File: config.mk
export PLATFORM = sky130hd
export DESIGN_NAME = cau_front
export DESIGN_NICKNAME = d
export VERILOG_FILES = /design/src/rtl/cau_pkg.sv /design/src/rtl/cau_front.sv
export SDC_FILE = /design/constraint.sdc
export NUM_CORES = 2
export LEC_CHECK = 0
export BUFFER_PORTS_ARGS = -buffer_cell sky130_fd_sc_hd__buf_2
export CORE_MARGIN = 5
export CORE_UTILIZATION = 50
export DETAILED_ROUTE_END_ITERATION = 8
export MAX_ROUTING_LAYER = met4
export PLACE_DENSITY = 0.66
export SYNTH_ARGS = -nofsm -noshare
export SYNTH_HDL_FRONTEND = slang
export SYNTH_SLANG_ARGS = --single-unit
File: constraint.sdc
create_clock -name i_clk -period 9.7 [get_ports i_clk]
set_input_delay 0.485 -clock i_clk [delete_from_list [all_inputs] [get_ports i_clk]]
set_output_delay 0.485 -clock i_clk [all_outputs]
set_load 0.01 [all_outputs]
File: src/rtl/cau_pkg.sv
// shared types and constants for the complex arithmetic unit
package cau_pkg;

    localparam int FRAC_BITS_DEF = 8;

    localparam logic [1:0] MODE_ADD = 2'd0;
    localparam logic [1:0] MODE_SUB = 2'd1;
    localparam logic [1:0] MODE_MUL = 2'd2;
    localparam logic [1:0] MODE_DIV = 2'd3;

    // information that rides along the divider chain next to the quotient lanes
    typedef struct packed {
        logic        is_div;
        logic        dz;
        logic        neg_re;
        logic        neg_im;
        logic [15:0] res_re;
        logic [15:0] res_im;
        logic        ovf;
    } t_side;

endpackage

File: src/rtl/cau_front.sv
// product and sum stages ahead of the divider chain
module cau_front (
    input  logic               i_clk,
    input  logic               i_rst_n,
    input  logic               i_en,
    input  logic               i_valid,
    input  logic [1:0]         i_mode,
    input  logic signed [15:0] i_a_re,
    input  logic signed [15:0] i_a_im,
    input  logic signed [15:0] i_b_re,
    input  logic signed [15:0] i_b_im,
    output logic               o_valid,
    output logic [1:0]         o_mode,
    output logic signed [32:0] o_num_re,
    output logic signed [32:0] o_num_im,
    output logic [31:0]        o_den,
    output logic signed [16:0] o_sum_re,
    output logic signed [16:0] o_sum_im
);
    import cau_pkg::*;

    logic               r_va;
    logic [1:0]         r_mode_a;
    logic signed [31:0] r_p_rr, r_p_ii, r_p_ri, r_p_ir, r_p_bb, r_p_cc;
    logic signed [16:0] r_sum_re_a, r_sum_im_a;
    logic signed [16:0] n_sum_re, n_sum_im;

    always_comb begin
        if (i_mode == MODE_SUB) begin
            n_sum_re = 17'(i_a_re) - 17'(i_b_re);
            n_sum_im = 17'(i_a_im) - 17'(i_b_im);
        end else begin
            n_sum_re = 17'(i_a_re) + 17'(i_b_re);
            n_sum_im = 17'(i_a_im) + 17'(i_b_im);
        end
    end

    always_ff @(posedge i_clk) begin
        if (!i_rst_n) begin
            r_va    <= 1'b0;
            o_valid <= 1'b0;
        end else if (i_en) begin
            r_va    <= i_valid;
            o_valid <= r_va;
        end
    end

    always_ff @(posedge i_clk) begin
        if (i_en) begin
            r_mode_a   <= i_mode;
            r_p_rr     <= i_a_re * i_b_re;
            r_p_ii     <= i_a_im * i_b_im;
            r_p_ri     <= i_a_re * i_b_im;
            r_p_ir     <= i_a_im * i_b_re;
            r_p_bb     <= i_b_re * i_b_re;
            r_p_cc     <= i_b_im * i_b_im;
            r_sum_re_a <= n_sum_re;
            r_sum_im_a <= n_sum_im;

            o_mode   <= r_mode_a;
            o_sum_re <= r_sum_re_a;
            o_sum_im <= r_sum_im_a;
            o_den    <= 32'($unsigned(r_p_bb)) + 32'($unsigned(r_p_cc));
            if (r_mode_a == MODE_DIV) begin
                o_num_re <= 33'(r_p_rr) + 33'(r_p_ii);
                o_num_im <= 33'(r_p_ir) - 33'(r_p_ri);
            end else begin
                o_num_re <= 33'(r_p_rr) - 33'(r_p_ii);
                o_num_im <= 33'(r_p_ri) + 33'(r_p_ir);
            end
        end
    end

endmodule

==> results.json <==
{
  "syn_nets": 9973,
  "hold_class": "primary input to flop",
  "grt_first_pass_wirelength_mm": 321.4,
  "vias": 52520,
  "drc": 0,
  "cts_hold_buf": 1,
  "nNetsFinal": 10020,
  "hold_depth": 1,
  "port_buffers": 204,
  "fill_cells": 13290,
  "synth_ff_type": "edfxtp_1",
  "antenna_found_initial": 14,
  "clock_latency_ps": 660,
  "crit_path_start_kind": "primary input",
  "syn_area_per_cell_sq_um": 9.725,
  "area_growth_pct": 6.226,
  "cp.arrival_ps": 7870,
  "post_drt_via_cell_ratio": 5.328,
  "synth_top_area_share_pct": 40.42,
  "cts_num_sinks": 362,
  "max_stage_delay_ps": 740,
  "drt_iter0_markers": 3819,
  "place_area_sq_um": 78400,
  "status": "completed",
  "yosys-top-cells-area": "fa_1, edfxtp_1, ha_1, inv_1, and2_1",
  "ys_warn_count": 0,
  "cp_data_required_time_ps": 10090,
  "setup_ws_ps": 2212,
  "crit_top_cell": "fa_1",
  "root_buffer": "clkbuf_16",
  "track_usage_pct": 27.02,
  "cts.path.max_buffers": 3,
  "final_area_sq_um": 79970,
  "drive_gt1_share_pct": 5.276,
  "cts_tree": "done",
  "synth_cells": 7741,
  "clkSlewWorstSetupHoldPaths_ps": 60,
  "initial_core_util_pct": 50.26,
  "max_freq_mhz": 133.6,
  "relSlewSlack_pct": 22.72,
  "cts_buffers": 45,
  "synthArstFlopShare_pct": 0,
  "htreeDepth": 2,
  "hold_viol": 0,
  "setup_viol": 0,
  "r2r_slack_ps": 4850,
  "grt_pass1_vias": 55870,
  "chipHeight_um": 398.0,
  "grt_overflow": 0,
  "grt_setup_unrepaired": "no",
  "holdPathEnd": "r_mode_a[1]",
  "post-cts-setup-buffers": 0,
  "critPathSlowestCell": "inv_1",
  "period_needed_ps": 7488,
  "drt_first_pass_iters": 8,
  "wirelength_mm": 203.5,
  "crit_path_max_fanout": 30,
  "cts_resized": 0,
  "grt_max_degree": 79,
  "endpoint_kind": "flop",
  "place_ws_ps": 1632,
  "path_cells": "buf_2, inv_1, nor2_1, fa_1, inv_1, fa_1, fa_1, fa_1, inv_1, fa_1, inv_1, fa_1, inv_1, ha_1, a21o_1, a21o_1, a21o_1, a31o_2, a21oi_2, o221ai_1, a41o_1, o41ai_1, xnor2_1",
  "worst_pin_slew_ps": 1159,
  "yosysUniqueCellTypes": 85,
  "synth-seq-cells": 362,
  "final_core_util_pct": 53.39,
  "synthesis.area_sq_um": 75280,
  "finClkSkew_ps": 44.31,
  "setup_tns_ps": 0,
  "drv_slew": 0,
  "io_pins": 205,
  "fin_crit_sh_pct": 77.19,
  "r2r_end": "o_num_re[29]",
  "yosysTopAreaCell": "fa_1",
  "synth_edf_count": 360,
  "worstReg2RegStart": "r_p_ii[6]",
  "reg2reg_depth": 15,
  "synth_seq_area_share_pct": 14.41,
  "gp_congestion": 0.9428,
  "dieWidth_um": 398.0,
  "crit_type": "primary input to flop",
  "wire_per_inst_um": 20.65,
  "num_rows": 142,
  "cap_violations": 0,
  "dieArea_sq_um": 158400,
  "hold_start": "i_mode[1]",
  "drtAntennaViolNets": 0,
  "hpwlAfterDp_mm": 163.7,
  "design.core.area_sq_um": 149800
}
synth_stat cells (all sizes together) (53+ instances only):
cell    instances
xor2          122
inv          1809
xnor2         296
and2          552
nand2         735
nor2          338
o21ai         133
clkbuf        268
fa           1520
nand3          53
a21o           94
edfxtp        360
nor3           72
ha            642
nand2b         56
a21oi         222
state kept, by name (all words and copies together), names as in the netlist:
register	count
r_p_bb	31
o_sum_im	17
r_sum_im_a	17
o_num_re	33
r_p_ii	32
r_p_cc	31
o_sum_re	17
o_valid	1
r_p_rr	32
r_p_ri	32
o_num_im	33
r_va	1
r_mode_a	2
o_den	32
r_sum_re_a	17
o_mode	2
r_p_ir	32
layer usage:
layer,GRT usage (%),routed length (um),share of wire (%),vias to the layer above
met5,-,0,0,-
met4,10.47,9791,4.8,0
met3,5.413,17270,8.5,372
met2,41.76,92830,46,1943
met1,35.40,83640,41,26490
li1,-,-,-,23710
how the worst max path moves through the flow:
stage	slack (ps)	from	cells past startpoint	to
3_3_place_gp	1740	i_b_re[1]	23	r_p_bb[30]
5_1_grt	2010	i_b_re[7]	23	r_p_bb[31]
6_report	2210	i_b_re[1]	23	r_p_bb[30]
3_5_place_dp	1630	i_b_re[1]	23	r_p_bb[30]
4_1_cts	2350	i_b_re[1]	23	r_p_bb[30]
2_1_floorplan	2730	i_b_re[2]	23	r_p_bb[31]
layout make-up:
type / count / area (sq um) / share of cell area (%)
Inverter: 1816 / 6817 / 8.524
Antenna cell: 13 / 32.53 / 0.04068
Clock buffer: 51 / 1149 / 1.436
Clock inverter: 32 / 375.4 / 0.4694
Multi-Input combinational cell: 5277 / 56540 / 70.71
Sequential cell: 362 / 10850 / 13.57
Tap cell: 2016 / 2522 / 3.154
Timing Repair Buffer: 290 / 1679 / 2.100
cells in the final DEF, fill, tap and decap left out, types with 28 or more instances in the layout:
master and n:
inv_1 1806, fa_1 1520, nand2_1 734, ha_1 642
and2_1 551, edfxtp_1 360, nor2_1 337, xnor2_1 296
a21oi_1 221, buf_2 203, o21ai_0 131, xor2_1 122
a21o_1 94, buf_4 85, nor3_1 71, nand2b_1 56
nand3_1 53, o21a_1 51, clkbuf_16 45, a211oi_1 37
and3_1 28
critical path: cells and delay by family:
kind | cells | cell delay (ps)
adder cells (fa/ha/maj) | 7 | 3280
XOR/XNOR | 1 | 180
buffers and inverters | 6 | 1600
AND/OR/NAND/NOR | 1 | 370
AO/OA/AOI/OAI | 8 | 1920
cell families (layout without fill, tap and decap cells):
logic type,after synthesis,after routing,synth area share [%]
muxes,9,9,0.1197
DFF,362,362,14.41
adders and majority gates,2162,2162,51.09
other,0,13,0
and+or+nand+nor,1946,1946,12.56
buffers and inverters,2102,2189,10.48
xor gates and xnor gates,418,418,4.863
AOI/OAI and AO/OA,742,742,6.475
metrics by stage:
step	hold slack, ps	std cells
floorplan	400.3	7741
global route	15.83	9855
CTS	1.106	9844
global placement	402.5	9760
finish	48.77	9857
detailed placement	404.5	9760
Power is not shown: default switching activity piles up to over one toggle a cycle in this logic, so the estimate is an artifact.
