File: src/rtl/cau_pkg.sv
// shared types and constants for the complex arithmetic unit
package cau_pkg;

    localparam int FRAC_BITS_DEF = 8;

    localparam logic [1:0] MODE_ADD = 2'd0;
    localparam logic [1:0] MODE_SUB = 2'd1;
    localparam logic [1:0] MODE_MUL = 2'd2;
    localparam logic [1:0] MODE_DIV = 2'd3;

    // information that rides along the divider chain next to the quotient lanes
    typedef struct packed {
        logic        is_div;
        logic        dz;
        logic        neg_re;
        logic        neg_im;
        logic [15:0] res_re;
        logic [15:0] res_im;
        logic        ovf;
    } t_side;

endpackage

File: src/rtl/cau_div_cell.sv
// one restoring-division cell: one quotient bit per lane, registered
module cau_div_cell #(
    parameter int NUM_W = 41
) (
    input  logic                 i_clk,
    input  logic                 i_rst_n,
    input  logic                 i_en,
    input  logic                 i_valid,
    input  cau_pkg::t_side       i_side,
    input  logic [32:0]          i_den,
    input  logic [32:0]          i_rem_re,
    input  logic [32:0]          i_rem_im,
    input  logic [NUM_W-1:0]     i_num_re,
    input  logic [NUM_W-1:0]     i_num_im,
    input  logic [NUM_W-1:0]     i_quo_re,
    input  logic [NUM_W-1:0]     i_quo_im,
    output logic                 o_valid,
    output cau_pkg::t_side       o_side,
    output logic [32:0]          o_den,
    output logic [32:0]          o_rem_re,
    output logic [32:0]          o_rem_im,
    output logic [NUM_W-1:0]     o_num_re,
    output logic [NUM_W-1:0]     o_num_im,
    output logic [NUM_W-1:0]     o_quo_re,
    output logic [NUM_W-1:0]     o_quo_im
);
    import cau_pkg::*;

    logic [33:0] w_t_re, w_t_im, w_d;
    logic        w_ge_re, w_ge_im;
    logic [33:0] w_r_re, w_r_im;

    always_comb begin
        w_d     = {1'b0, i_den};
        w_t_re  = {i_rem_re, i_num_re[NUM_W-1]};
        w_t_im  = {i_rem_im, i_num_im[NUM_W-1]};
        w_ge_re = w_t_re >= w_d;
        w_ge_im = w_t_im >= w_d;
        w_r_re  = w_ge_re ? (w_t_re - w_d) : w_t_re;
        w_r_im  = w_ge_im ? (w_t_im - w_d) : w_t_im;
    end

    always_ff @(posedge i_clk) begin
        if (!i_rst_n) begin
            o_valid <= 1'b0;
        end else if (i_en) begin
            o_valid <= i_valid;
        end
    end

    always_ff @(posedge i_clk) begin
        if (i_en) begin
            o_side   <= i_side;
            o_den    <= i_den;
            o_rem_re <= w_r_re[32:0];
            o_rem_im <= w_r_im[32:0];
            o_num_re <= {i_num_re[NUM_W-2:0], 1'b0};
            o_num_im <= {i_num_im[NUM_W-2:0], 1'b0};
            o_quo_re <= {i_quo_re[NUM_W-2:0], w_ge_re};
            o_quo_im <= {i_quo_im[NUM_W-2:0], w_ge_im};
        end
    end

endmodule

File: config.mk
export PLATFORM = sky130hd
export DESIGN_NAME = cau_div_cell
export DESIGN_NICKNAME = d
export VERILOG_FILES = /design/src/rtl/cau_pkg.sv /design/src/rtl/cau_div_cell.sv
export SDC_FILE = /design/constraint.sdc
export NUM_CORES = 1
export LEC_CHECK = 0
export CAP_MARGIN = 15
export CORE_AREA = 4 4 234 236
export CTS_CLUSTER_SIZE = 28
export DETAILED_ROUTE_END_ITERATION = 10
export DIE_AREA = 0 0 238 240
export DONT_BUFFER_PORTS = 1
export SYNTH_ARGS = -nofsm -noshare
export SYNTH_HDL_FRONTEND = slang
export SYNTH_SLANG_ARGS = --single-unit
File: constraint.sdc
create_clock -name i_clk -period 7.63 [get_ports i_clk]
set_input_delay 0.3815 -clock i_clk [delete_from_list [all_inputs] [get_ports i_clk]]
set_output_delay 0.3815 -clock i_clk [all_outputs]
set_load 0.05 [all_outputs]
==> metrics.yaml <==
timing:
  period_needed_ns: 3.94
  worst_slew_pin_slew_ns: 1.14
  rsz0062_at_grt: "false"
  clock_skew_ns: 0
  setup_ws_ns: 3.69
  relSlewSlack_pct: 23.5
  slew_violations: 0
  hold_viol: 0
  setup_viol: 0
  fmaxAchievable_mhz: 254
  tns_ns: 0
  fin_crit_sh_pct: 51.6
placement:
  hpwl_um: 50500
  io_buffers: 0
  post-place-ws_ns: 3.13
  place_inst: 1606
  gp_routability_congestion: 0.830
route:
  vias: 9584
  drtAntennaViolNets: 0
  drcViolationCount: 0
  viasPerCell: 4.98
  wirelength_um: 65300
  drt_iter0_drc: 537
  dr.pass1.iters: 5
  routedWlPerCell_um: 33.9
clock_tree:
  cts-buffers-inserted: 38
  cts_root_buffer: "clkbuf_16"
  cts_sinks: 299
  path_clk_slew_ns: 0.06
  post_cts_buffers: 0
  cts_max_level: 2
  clock_path_buffers: 3
  insertion_delay_ns: 0.55
  cts_tree: "built"
setup_path:
  cp_cell_sequence: "inv_1 -> ha_1 -> inv_1 -> fa_1 -> a21o_1 -> a221oi_2 -> o221ai_2 -> a2111o_1 -> a211oi_4 -> o31a_4 -> o21a_1 -> inv_8 -> mux2_4"
  critPathSlowestCell: "a2111o_1"
  critPathMaxStageDelay_ns: 0.58
  critical_path_class: "input port to register"
  arrival_ns: 4.22
  worstSetupStartpointType: "input port"
  cp-end-kind: "register"
  worst_path_most_repeated_cell: "inv_1"
  worstPathRequired_ns: 7.92
  worstPathMaxFanout: 27
floorplanning:
  io_pins: 605
  die_h_um: 240
  fp.dieW_um: 238
  start_util_pct: 26.1
  die_area_mm2: 0.0571
  core-area_mm2: 0.0524
  rows: 84
final_layout:
  layout-drive-gt1-share_pct: 11.3
  n_fill_cell: 5055
  seq_area_mm2: 0.00897
  multi_input_area_mm2: 0.00434
  fin_nets: 1567
  mostFrequentLayoutCells: "edfxtp_1 (298), dlygate4sd3_1 (236), ha_1 (66)"
  area_delta_synth_final_pct: 33.1
  final_cells: 1923
  final_common_cell: "edfxtp_1"
global_routing:
  grt_busiest_layer: "met2"
  grt_pass1_wl_um: 85200
  overflow: 0
  grtUsageMet1_pct: 23.3
  grt_pass1_vias: 9577
  grt_usage_pct: 21.6
  grt_max_degree: 178
  use_met3_pct: 8.69
  antenna_found_initial: 15
  met2_usage_pct: 39.0
min_path:
  hp-class: "input port to register"
synthesis:
  async_reset_ff_share_pct: 0
  synth_adder_area_share_pct: 6.33
  synth_cell_types: 69
  muxShareOfSynthArea_pct: 4.84
  dominantRegCellSynth: "edfxtp_1"
  ys_seq_area_share_pct: 65.6
  synth_xor_xnor_area_share_pct: 3.01
  synth-edff-count: 298
  syn-cell-area_mm2: 0.0137
  ys_warn_count: 0
  synth-simple-area-share_pct: 6.48
  synth_compound_area_share_pct: 11.0
  ys_seq_elements: 299
  syn_inst: 943
  synth_top_family_by_area: "compound AO/OA/AOI/OAI gates"
  syn_area_per_cell_um2: 14.5
power_and_ir_drop:
  power.density_mw_per_mm2: 293
  power_uw: 5340
  ir_drop_mv: 0.152
  p_leak_uw: 0.00691
run:
  maxCapViolations: 0
run_status:
  status: "finished clean"
==> per-layer routing <==
layer | vias to the layer above | share of wire [%] | wire, um
met5 | - | 0.13 | 83
met4 | 12 | 3.4 | 2210
met3 | 97 | 9.1 | 5970
met2 | 430 | 51 | 33600
met1 | 4881 | 36 | 23400
li1 | 4164 | - | -
==> state kept, by name (all words and copies together) (netlist names) <==
| register | count |
|---|---|
| o_den | 33 |
| o_valid | 1 |
| o_quo_re | 41 |
| o_rem_re | 33 |
| o_num_re | 40 |
| o_rem_im | 33 |
| o_num_im | 40 |
| o_quo_im | 41 |
| o_side | 37 |
==> report_power, final <==
| part | switching (uW) | internal [uW] |
|---|---|---|
| clock network | 757 | 1270 |
| registers | 688 | 2020 |
| logic | 317 | 293 |
| total | 1760 | 3580 |
==> final cells by class <==
| class | count | area share (%) |
|---|---|---|
| multi-input cells | 560 | 23.8 |
| clock inverters | 24 | 2.01 |
| clock buffers | 45 | 5.65 |
| well taps | 688 | 4.73 |
| diodes | 11 | 0.151 |
| flip-flops and latches | 299 | 49.2 |
| inverters | 58 | 1.24 |
| repair buffers | 238 | 13.2 |
==> path summary, 6_finish.rpt <==
kind / slack (ns) / startpoint / cells past startpoint / to
setup / recovery: 3.69 / i_num_im[40] / 13 / o_rem_im[25]$_DFFE_PP_
hold / removal: 0.05 / i_rem_im[14] / 1 / o_rem_im[15]$_DFFE_PP_
setup reg to reg: 6.06 / o_valid$_SDFFE_PN0P_ / 3 / o_valid$_SDFFE_PN0P_
hold reg to reg: 1.39 / o_valid$_SDFFE_PN0P_ / 3 / o_valid$_SDFFE_PN0P_
==> critical path: cells and delay by family <==
family | cells | cell delay, ns
buffers and inverters | 3 | 0.34
muxes | 1 | 0.35
adders and majority gates | 2 | 0.58
AOI/OAI and AO/OA | 7 | 2.52
==> metrics by stage <==
stage                     hold WS [ns]  instance area [um2]  util (%)
after global routing            0.0172                18200      34.7
after global placement           0.480                14400      27.5
after floorplan                  0.480                13700         -
after CTS                      0.00533                18200      34.7
after detailed placement         0.480                14400      27.5
final                           0.0489                18200      34.7
==> cell usage after synthesis (5+ instances only) <==
cell / n / share of area (%)
clkbuf_1: 21 / 0.58
xnor2_1: 34 / 2.2
and3_1: 11 / 0.50
nand4_1: 16 / 0.73
o21bai_1: 5 / 0.27
a21oi_1: 51 / 1.9
mux2_2: 29 / 2.4
mux2_4: 19 / 2.1
a31o_2: 7 / 0.45
nand3_1: 13 / 0.48
inv_1: 57 / 1.6
or3_1: 5 / 0.23
o21a_1: 14 / 0.77
edfxtp_1: 298 / 65
or2_2: 7 / 0.32
mux2i_1: 5 / 0.37
o31ai_1: 10 / 0.55
nor2_1: 47 / 1.3
a211oi_1: 6 / 0.33
nand2_1: 34 / 0.93
nor3_1: 16 / 0.59
a21o_1: 42 / 2.3
a31oi_1: 5 / 0.23
ha_1: 66 / 6.0
nor2b_1: 6 / 0.27
xor2_1: 13 / 0.83
o211ai_1: 10 / 0.55
o21ai_0: 28 / 1.0
==> logic make-up after synthesis <==
| logic type | after synthesis |
|---|---|
| fa+ha+maj | 68 |
| other cells | 1 |
| compound gates | 215 |
| simple gates | 175 |
| mux | 53 |
| flops | 299 |
| xor+xnor | 47 |
| buf+inv | 85 |
==> timing repair <==
action / CTS / global route
hold buffers: 237 / 0
setup endpoints to repair: 0 / 0
hold endpoints to repair: 408 / 0
gates resized for setup: 0 / 0
(Power assumes the default switching activity.)
